File: config.mk
export PLATFORM = sky130hd
export DESIGN_NAME = rpn_alu
export DESIGN_NICKNAME = d
export VERILOG_FILES = /design/src/sv/rpn_pkg.sv /design/src/sv/rpn_alu.sv
export VERILOG_INCLUDE_DIRS = /design/src /design/src/sv
export SDC_FILE = /design/constraint.sdc
export NUM_CORES = 2
export LEC_CHECK = 0
export BUFFER_PORTS_ARGS = -buffer_cell sky130_fd_sc_hd__buf_2
export CORE_ASPECT_RATIO = 0.9
export CORE_MARGIN = 5
export CORE_UTILIZATION = 60
export CTS_CLUSTER_SIZE = 28
export DETAILED_ROUTE_END_ITERATION = 8
export PLACE_DENSITY = 0.8
export SLEW_MARGIN = 20
export SYNTH_ARGS = -nofsm -noshare
export SYNTH_HDL_FRONTEND = slang
export SYNTH_SLANG_ARGS = --single-unit
File: constraint.sdc
create_clock -name clk -period 4.83 [get_ports clk]
set_clock_uncertainty 0.1 [all_clocks]
set_input_delay 0.483 -clock clk [delete_from_list [all_inputs] [get_ports clk]]
set_output_delay 0.483 -clock clk [all_outputs]
set_load 0.005 [all_outputs]
File: src/sv/assert_macros.svh
// Assertion macros shared by the RTL modules.
`ifndef ASSERT_MACROS_SVH
`define ASSERT_MACROS_SVH

// Same-cycle implication, disabled while in reset.
`define ASSERT_IMPL(label, clk, rst_n, ante, cons) \
    label: assert property (@(posedge clk) disable iff (!rst_n) (ante) |-> (cons)) \
        else $error("assertion failed");

// Next-cycle implication, disabled while in reset.
`define ASSERT_NEXT(label, clk, rst_n, ante, cons) \
    label: assert property (@(posedge clk) disable iff (!rst_n) (ante) |=> (cons)) \
        else $error("assertion failed");

`endif

File: src/sv/rpn_pkg.sv
// Types and constants of the RPN stack evaluator.
package rpn_pkg;

    localparam int Q_W       = 32;
    localparam int FUNC_W    = 3;
    localparam int STATUS_W  = 3;
    localparam int DEPTH_W   = 4;
    localparam int PROD_W    = 2 * Q_W;
    localparam int FRAC_W    = 16;
    localparam int DVD_W     = Q_W + FRAC_W;
    localparam int DIV_STEPS = DVD_W;
    localparam int DIV_CNT_W = 6;

    localparam logic [Q_W-1:0] Q_MAX = 32'h7FFF_FFFF;
    localparam logic [Q_W-1:0] Q_MIN = 32'h8000_0000;

    typedef enum logic [FUNC_W-1:0] {
        FN_PUSH = 3'd0,
        FN_ADD  = 3'd1,
        FN_SUB  = 3'd2,
        FN_MUL  = 3'd3,
        FN_DIV  = 3'd4
    } func_t;

    typedef enum logic [STATUS_W-1:0] {
        ST_OK   = 3'd0,
        ST_FULL = 3'd1,
        ST_FEW  = 3'd2,
        ST_DIV0 = 3'd3,
        ST_SAT  = 3'd4
    } status_t;

    typedef enum logic [2:0] {
        S_IDLE,
        S_DECODE,
        S_LOAD,
        S_CALC,
        S_FINISH
    } state_t;

    typedef enum logic [1:0] {
        A_IDLE,
        A_MUL,
        A_DIV,
        A_FIN
    } alu_state_t;

    typedef struct packed {
        logic  start;
        func_t op;
    } alu_req_t;

    typedef struct packed {
        logic    done;
        status_t status;
    } alu_rsp_t;

endpackage

File: src/sv/rpn_alu.sv
// Shared Q16.16 arithmetic unit: add, subtract, multiply, bit-serial divide.
module rpn_alu import rpn_pkg::*; (
    input  logic                  clk,
    input  logic                  rst_n,
    input  alu_req_t              req,
    input  logic signed [Q_W-1:0] lhs,
    input  logic signed [Q_W-1:0] rhs,
    output alu_rsp_t              rsp,
    output logic signed [Q_W-1:0] result
);

    `include "assert_macros.svh"

    alu_state_t              state_reg, state_next;
    logic                    done_reg, done_next;
    status_t                 status_reg, status_next;
    logic [Q_W-1:0]          result_reg, result_next;
    logic signed [PROD_W-1:0] prod_reg, prod_next;
    logic [DVD_W-1:0]        dvd_reg, dvd_next;
    logic [Q_W-1:0]          rem_reg, rem_next;
    logic [Q_W-1:0]          mb_reg, mb_next;
    logic                    neg_reg, neg_next;
    logic [DIV_CNT_W-1:0]    cnt_reg, cnt_next;

    logic [Q_W:0]            sum;
    logic [Q_W:0]            dif;
    logic signed [PROD_W-1:0] prod_w;
    logic [Q_W-1:0]          lhs_mag;
    logic [Q_W-1:0]          rhs_mag;
    logic [Q_W:0]            shifted;
    logic [Q_W+1:0]          trial;
    logic                    fits;
    logic                    mul_ok;
    logic                    pos_ovf;
    logic                    neg_ovf;

    assign sum     = {lhs[Q_W-1], lhs} + {rhs[Q_W-1], rhs};
    assign dif     = {lhs[Q_W-1], lhs} - {rhs[Q_W-1], rhs};
    assign prod_w  = lhs * rhs;
    assign lhs_mag = lhs[Q_W-1] ? (~lhs + Q_W'(1)) : lhs;
    assign rhs_mag = rhs[Q_W-1] ? (~rhs + Q_W'(1)) : rhs;

    // One restoring step: shift in the next dividend bit, try the subtract.
    assign shifted = {rem_reg, dvd_reg[DVD_W-1]};
    assign trial   = {1'b0, shifted} - {2'b00, mb_reg};
    assign fits    = ~trial[Q_W+1];

    // Product bits above the kept word must all match its sign bit.
    assign mul_ok  = (&prod_reg[PROD_W-1:Q_W+FRAC_W-1]) | ~(|prod_reg[PROD_W-1:Q_W+FRAC_W-1]);
    assign pos_ovf = dvd_reg > {{(DVD_W-Q_W){1'b0}}, Q_MAX};
    assign neg_ovf = dvd_reg > {{(DVD_W-Q_W){1'b0}}, Q_MIN};

    always_comb
    begin
        state_next  = state_reg;
        done_next   = 1'b0;
        status_next = status_reg;
        result_next = result_reg;
        prod_next   = prod_reg;
        dvd_next    = dvd_reg;
        rem_next    = rem_reg;
        mb_next     = mb_reg;
        neg_next    = neg_reg;
        cnt_next    = cnt_reg;

        case (state_reg)
            A_IDLE:
            begin
                if (req.start)
                begin
                    case (req.op)
                        FN_ADD:
                        begin
                            done_next = 1'b1;
                            if (sum[Q_W] != sum[Q_W-1])
                            begin
                                status_next = ST_SAT;
                                result_next = sum[Q_W] ? Q_MIN : Q_MAX;
                            end
                            else
                            begin
                                status_next = ST_OK;
                                result_next = sum[Q_W-1:0];
                            end
                        end
                        FN_SUB:
                        begin
                            done_next = 1'b1;
                            if (dif[Q_W] != dif[Q_W-1])
                            begin
                                status_next = ST_SAT;
                                result_next = dif[Q_W] ? Q_MIN : Q_MAX;
                            end
                            else
                            begin
                                status_next = ST_OK;
                                result_next = dif[Q_W-1:0];
                            end
                        end
                        FN_MUL:
                        begin
                            prod_next  = prod_w;
                            state_next = A_MUL;
                        end
                        FN_DIV:
                        begin
                            if (rhs == '0)
                            begin
                                done_next   = 1'b1;
                                status_next = ST_DIV0;
                                result_next = lhs[Q_W-1] ? Q_MIN : Q_MAX;
                            end
                            else
                            begin
                                neg_next   = lhs[Q_W-1] ^ rhs[Q_W-1];
                                mb_next    = rhs_mag;
                                dvd_next   = {lhs_mag, {FRAC_W{1'b0}}};
                                rem_next   = '0;
                                cnt_next   = '0;
                                state_next = A_DIV;
                            end
                        end
                        default:
                        begin
                            done_next   = 1'b1;
                            status_next = ST_OK;
                        end
                    endcase
                end
            end
            A_MUL:
            begin
                done_next  = 1'b1;
                state_next = A_IDLE;
                if (mul_ok)
                begin
                    status_next = ST_OK;
                    result_next = prod_reg[Q_W+FRAC_W-1:FRAC_W];
                end
                else
                begin
                    status_next = ST_SAT;
                    result_next = prod_reg[PROD_W-1] ? Q_MIN : Q_MAX;
                end
            end
            A_DIV:
            begin
                rem_next = fits ? trial[Q_W-1:0] : shifted[Q_W-1:0];
                dvd_next = {dvd_reg[DVD_W-2:0], fits};
                cnt_next = cnt_reg + DIV_CNT_W'(1);
                if (cnt_reg == DIV_CNT_W'(DIV_STEPS - 1))
                begin
                    state_next = A_FIN;
                end
            end
            A_FIN:
            begin
                done_next  = 1'b1;
                state_next = A_IDLE;
                if (neg_reg)
                begin
                    status_next = neg_ovf ? ST_SAT : ST_OK;
                    result_next = neg_ovf ? Q_MIN : (~dvd_reg[Q_W-1:0] + Q_W'(1));
                end
                else
                begin
                    status_next = pos_ovf ? ST_SAT : ST_OK;
                    result_next = pos_ovf ? Q_MAX : dvd_reg[Q_W-1:0];
                end
            end
            default:
            begin
                state_next = A_IDLE;
            end
        endcase
    end

    always_ff @(posedge clk or negedge rst_n)
    begin
        if (!rst_n)
        begin
            state_reg <= A_IDLE;
            done_reg  <= 1'b0;
        end
        else
        begin
            state_reg <= state_next;
            done_reg  <= done_next;
        end
    end

    always_ff @(posedge clk)
    begin
        status_reg <= status_next;
        result_reg <= result_next;
        prod_reg   <= prod_next;
        dvd_reg    <= dvd_next;
        rem_reg    <= rem_next;
        mb_reg     <= mb_next;
        neg_reg    <= neg_next;
        cnt_reg    <= cnt_next;
    end

    assign rsp.done   = done_reg;
    assign rsp.status = status_reg;
    assign result     = result_reg;

    `ASSERT_IMPL(a_rem_below_divisor, clk, rst_n, state_reg == A_DIV, rem_reg < mb_reg)
    `ASSERT_NEXT(a_done_single, clk, rst_n, done_reg, !done_reg)
    `ASSERT_IMPL(a_start_when_idle, clk, rst_n, req.start, state_reg == A_IDLE)

endmodule
# After elaboration in Yosys (flattened, before gate mapping)
# Index checks and enable logic that the tools add are counted.
[word_totals] out_inout_bits=36 inputBits=70 reg_bits=221
[op_classes] n_lt_le_gt_ge=2 n_reduce_logical=13 n_bitwise=8 mux=48 n_addsub=7 multipliers=1 eq_ne=19
[ops] cell="$mux 32" count=17
[ops] cell="$pmux 32 s3" count=2
[ops] cell="$mux 48" count=3
[ops] cell="$not 32->32" count=3
[ops] cell="$pmux 48 s2" count=1
[ops] cell="$add 32x2->32 const B" count=2
[ops] cell="$mul 32x32->64" count=1
[ops] cell="$pmux 32 s2" count=1
[ops] cell="$gt 48x31->1 const B" count=1
[ops] cell="$gt 48x32->1 const B" count=1
[ops] cell="$sub 33x32->34" count=1
[ops] cell="$add 32x32->33" count=1
[ops] cell="$sub 32x32->33" count=1
[ops] cell="$add 32x1->32 const B" count=1
[ops] cell="$logic_not 32->1" count=1
[ops] cell="$mux 31" count=1
[ops] cell="$mux 3" count=8
[ops] cell="$reduce_and 4->1" count=5
[ops] cell="$mux 6" count=3
[ops] cell="$reduce_and 17->1" count=1
[ops] cell="$reduce_or 17->1" count=1
[ops] cell="$pmux 3 s4" count=1
[ops] cell="$pmux 6 s2" count=1
[ops] cell="$pmux 3 s3" count=1
[ops] cell="other kinds (26)" count=39

# Longest topological paths before layout
[depth] depth_word=7 mapped_depth=30

# Least setup slack after synthesis
# Ideal clock, no wire load.
[synth_path] path_type="input to register" start="input lhs[31]" end="register prod_reg[58], data pin" setup_ps=264 required_time_ps=4466 stages=28 slack_ps=-3617 arrival_ps=8083 cell_sequence="clkbuf_1 clkbuf_1 clkbuf_1 nand2_1 inv_1 fa_1 inv_1 fa_1 fa_1 inv_1 fa_1 inv_1 fa_1 inv_1 fa_1 fa_1 inv_1 fa_1 inv_1 ha_1 nand2_1 nor2_1 a22oi_1 nand2_1 or2_1 a221o_1 a221oi_1 xnor2_1"
[synth_via] elab_chain_len=1
[synth_lines] item="from (decl)" line_no="rpn_alu.sv:6" source="input logic signed [Q_W-1:0] lhs,"
[synth_lines] item="$mul 32x32->64" line_no="rpn_alu.sv:39" source="assign prod_w = lhs * rhs;"
[synth_lines] item="net prod_w[58]" line_no="rpn_alu.sv:27" source="logic signed [PROD_W-1:0] prod_w;"
[synth_lines] item="to (signal assigned)" line_no="rpn_alu.sv:196" source="prod_reg <= prod_next;"
[synth_lines] item="to (decl)" line_no="rpn_alu.sv:18" source="logic signed [PROD_W-1:0] prod_reg, prod_next;"
# The timed path passes the listed nets, and every way through them passes these cells.
# A chain may end at the register's enable or synchronous reset.

# Worst setup path in the final report
[layout_path] start="input lhs[13]" end="register prod_reg[63], data pin"
# Same word-level chain as after synthesis.

==> impl_metrics.ini <==
[yosys]
async_reset_ff_share_pct = 1.471
synthFlopType = sky130_fd_sc_hd__edfxtp_1
synth_seq_area_share_pct = 11.89
yosys_warnings = 0
yosys.cell_types.count = 84
synth-adder-area-share_pct = 49.08
ys_ff_latch = 204
synth.area.top_cells = sky130_fd_sc_hd__fa_1, sky130_fd_sc_hd__edfxtp_1, sky130_fd_sc_hd__inv_1
synth-compound-area-share_pct = 8.993
synth_top_family_by_area = adder cells
number_of_flops_mapped_to_enable_cells_by_yosys = 201
yosysTopAreaCellShare_pct = 42.23
synth_mux_area_share_pct = 0.5649
top_cell_type_by_total_area_after_synthesis = sky130_fd_sc_hd__fa_1
postSynthCellCount = 5592
synth-simple-area-share_pct = 15.80
syn-mean-instance-area_um2 = 9.188
synth_fp_nets = 7027
post_synth_instance_area_um2 = 51380
post_synth_xor_area_fraction_pct = 3.068

[worst_setup_path]
crit_path_max_incr_delay_ps = 560
critical-path-slowest-cell = sky130_fd_sc_hd__fa_1
critical_path_buf_inv_count = 11
endpoint_kind = register
timing.critical_path.required_ps = 5030
worst_path_dominant_cell_family = adder cells
cp_common_cell = sky130_fd_sc_hd__fa_1
critical_path_class = input port to register
crit_path_start_kind = input port
cp_max_fanout = 13
crit_arrival_ps = 7820

[cells_and_area]
sequential_cell_area_um2 = 6111
fillerInstances = 5554
post_route_cells_drive_above_1_share_pct = 21.40
area_growth_syn_to_layout_pct = 22.23
nNetsFinal = 7641
finalNonFillerCells = 7361
commonest_cells_after_routing_fill_and_taps_aside = sky130_fd_sc_hd__inv_1, sky130_fd_sc_hd__fa_1, sky130_fd_sc_hd__buf_4
most_common_cell_after_layout_fill_and_taps_aside = sky130_fd_sc_hd__inv_1
multi_input_area_um2 = 41660

[drt]
drt_pass1_iterations = 6
drt-total-wl_mm = 174.7
drt-wirelength-per-cell_um = 23.74
drt.antenna.violating_nets = 0
detail_route.vias_per_cell = 5.924
drc_errors = 0
dr_total_vias = 43603
drt-initial-drc-count = 4597

[grt]
grt_first_pass_wirelength_mm = 264.7
antenna_found_initial = 7
first_global_vias = 46522
globalRouteOverflowTotal = 0
grt_start_max_net_pins = 60
grt.total_usage_pct = 37.50

[timing]
setup_tns_ps = -102930
slew_viol_final = 0
timing.slew.headroom_pct = 29.89
final_period_utilization_pct = 157.7
timing.final.hold_violations = 0
timing.fmax_ghz = 0.1313
endpoints_failing_setup = 48
min_period_ps = 7618
tightest_slew_ps = 1049
grt_setup_unrepaired = yes
final_worst_setup_slack_ps = -2788

[die]
fp.coreArea_um2 = 84670
dieArea_um2 = 91600
initial_core_util_pct = 60.69
die-height_um = 287.6
io_pins = 106
floorplan.die.width_um = 318.5
placement_rows = 101

[clocking]
cts_root_buffer = sky130_fd_sc_hd__clkbuf_16
cts.sink_count = 204
cts_made_buffers = 24
cts.reportedPaths.clkPinSlew_ps = 60
htree_levels = 1
clk-insertion-delay-late_ps = 560
clock_tree.buffer_depth = 3
clock_tree_from_tritoncts = yes

[outcome]
status = finished, violations left
failed_checks = setup timing

[placed_design]
finalWeightedCongestion = 1.006
numPlacedInstances = 7193
hpwlAfterDp_mm = 137.8
io_buffers = 105

[min_path]
path_category_of_the_worst_min_delay_check = input port to asynchronous set/reset pin

[run]
max-cap-violations = 0
==> logic make-up (layout without fill, tap and decap cells) <==
group | after synthesis | count (layout)
adder cells (fa/ha/maj) | 1365 | 1365
AND/OR/NAND/NOR | 1654 | 1654
flip-flops | 204 | 204
buffers and inverters | 1440 | 2071
AO/OA/AOI/OAI | 720 | 720
other | 0 | 5
XOR/XNOR | 180 | 180
multiplexers | 29 | 29
==> through the flow <==
step	instance area (µm²)	hold WS, ps	setup WS (ps)	util (%)
6_report	62800	160.6	-2788	74.17
3_5_place_dp	58270	202.9	-3577	68.82
3_3_place_gp	58270	199.2	-3503	68.82
5_1_grt	62790	156.6	-2890	74.16
4_1_cts	61620	148.1	-2606	72.78
2_1_floorplan	52280	87.41	-2952	-
==> repair_timing <==
item / in CTS / in global routing
hold endpoints to repair: 3 / 0
buffers inserted: 70 / 51
gates resized for setup: 419 / 210
hold buffers: 1 / 0
pin swaps: 197 / 154
gates cloned: 9 / 3
endpoints found under the setup margin: 48 / 48
==> Yosys cell counts (24+ instances only) <==
library cell and number:
sky130_fd_sc_hd__nand2_1 632, sky130_fd_sc_hd__ha_1 281, sky130_fd_sc_hd__a31oi_1 24, sky130_fd_sc_hd__nor3_1 47, sky130_fd_sc_hd__xor2_1 60, sky130_fd_sc_hd__or3_1 28
sky130_fd_sc_hd__o31ai_1 27, sky130_fd_sc_hd__mux2i_1 29, sky130_fd_sc_hd__nand2b_1 39, sky130_fd_sc_hd__nand4_1 28, sky130_fd_sc_hd__o21ai_0 170, sky130_fd_sc_hd__nor2b_1 24
sky130_fd_sc_hd__and2_1 469, sky130_fd_sc_hd__fa_1 1084, sky130_fd_sc_hd__xnor2_1 120, sky130_fd_sc_hd__a21o_1 60, sky130_fd_sc_hd__nor2_1 252, sky130_fd_sc_hd__edfxtp_1 201
sky130_fd_sc_hd__nand3_1 39, sky130_fd_sc_hd__inv_1 1122, sky130_fd_sc_hd__a21oi_1 204, sky130_fd_sc_hd__clkbuf_1 293
==> worst reg2reg max path, stage by stage (launching register included) <==
cell                       delay, ps
sky130_fd_sc_hd__edfxtp_1        440
sky130_fd_sc_hd__inv_1           110
sky130_fd_sc_hd__ha_1            210
sky130_fd_sc_hd__or3b_4          420
sky130_fd_sc_hd__or4_4           530
sky130_fd_sc_hd__or3_4           420
sky130_fd_sc_hd__or3_4           370
sky130_fd_sc_hd__nor4_4          260
sky130_fd_sc_hd__a211oi_4        230
sky130_fd_sc_hd__nor2_2          370
sky130_fd_sc_hd__o221ai_1        370
sky130_fd_sc_hd__o221ai_1        280
==> cell type report <==
type,instances,area share [%]
repair buffers,903,13.54
well taps,1133,2.257
flip-flops and latches,204,9.730
clock inverters,16,0.3646
inverters,1125,6.778
diodes,5,0.01992
multi-input cells,3948,66.34
clock buffers,27,0.9742
==> per-layer routing <==
| metal | routed length [µm] | GRT usage [%] | up-vias |
|---|---|---|---|
| met4 | 14280 | 21.27 | 2 |
| met2 | 77610 | 59.04 | 2742 |
| met3 | 21100 | 10.45 | 827 |
| met5 | 13 | 0 | - |
| met1 | 61730 | 47.16 | 21538 |
| li1 | - | - | 18494 |
==> path summary, 6_finish.rpt <==
kind	start	endpoint	slack, ps	cells past startpoint
worst max register to register	dvd_reg[0]	result[16]	480	11
worst min register to register	dvd_reg[34]	dvd_reg[35]	460	2
min in group clk	req[3]	state_reg[1]	180	3
max in group asynchronous	rst_n	state_reg[0]	4330	2
worst max-delay path	lhs[13]	prod_reg[63]	-2790	30
worst min-delay path	rst_n	done_reg	160	2
Power is left out: the tool's default activity adds up to more than one toggle a clock period on the data nets, which glitch-free logic cannot reach.
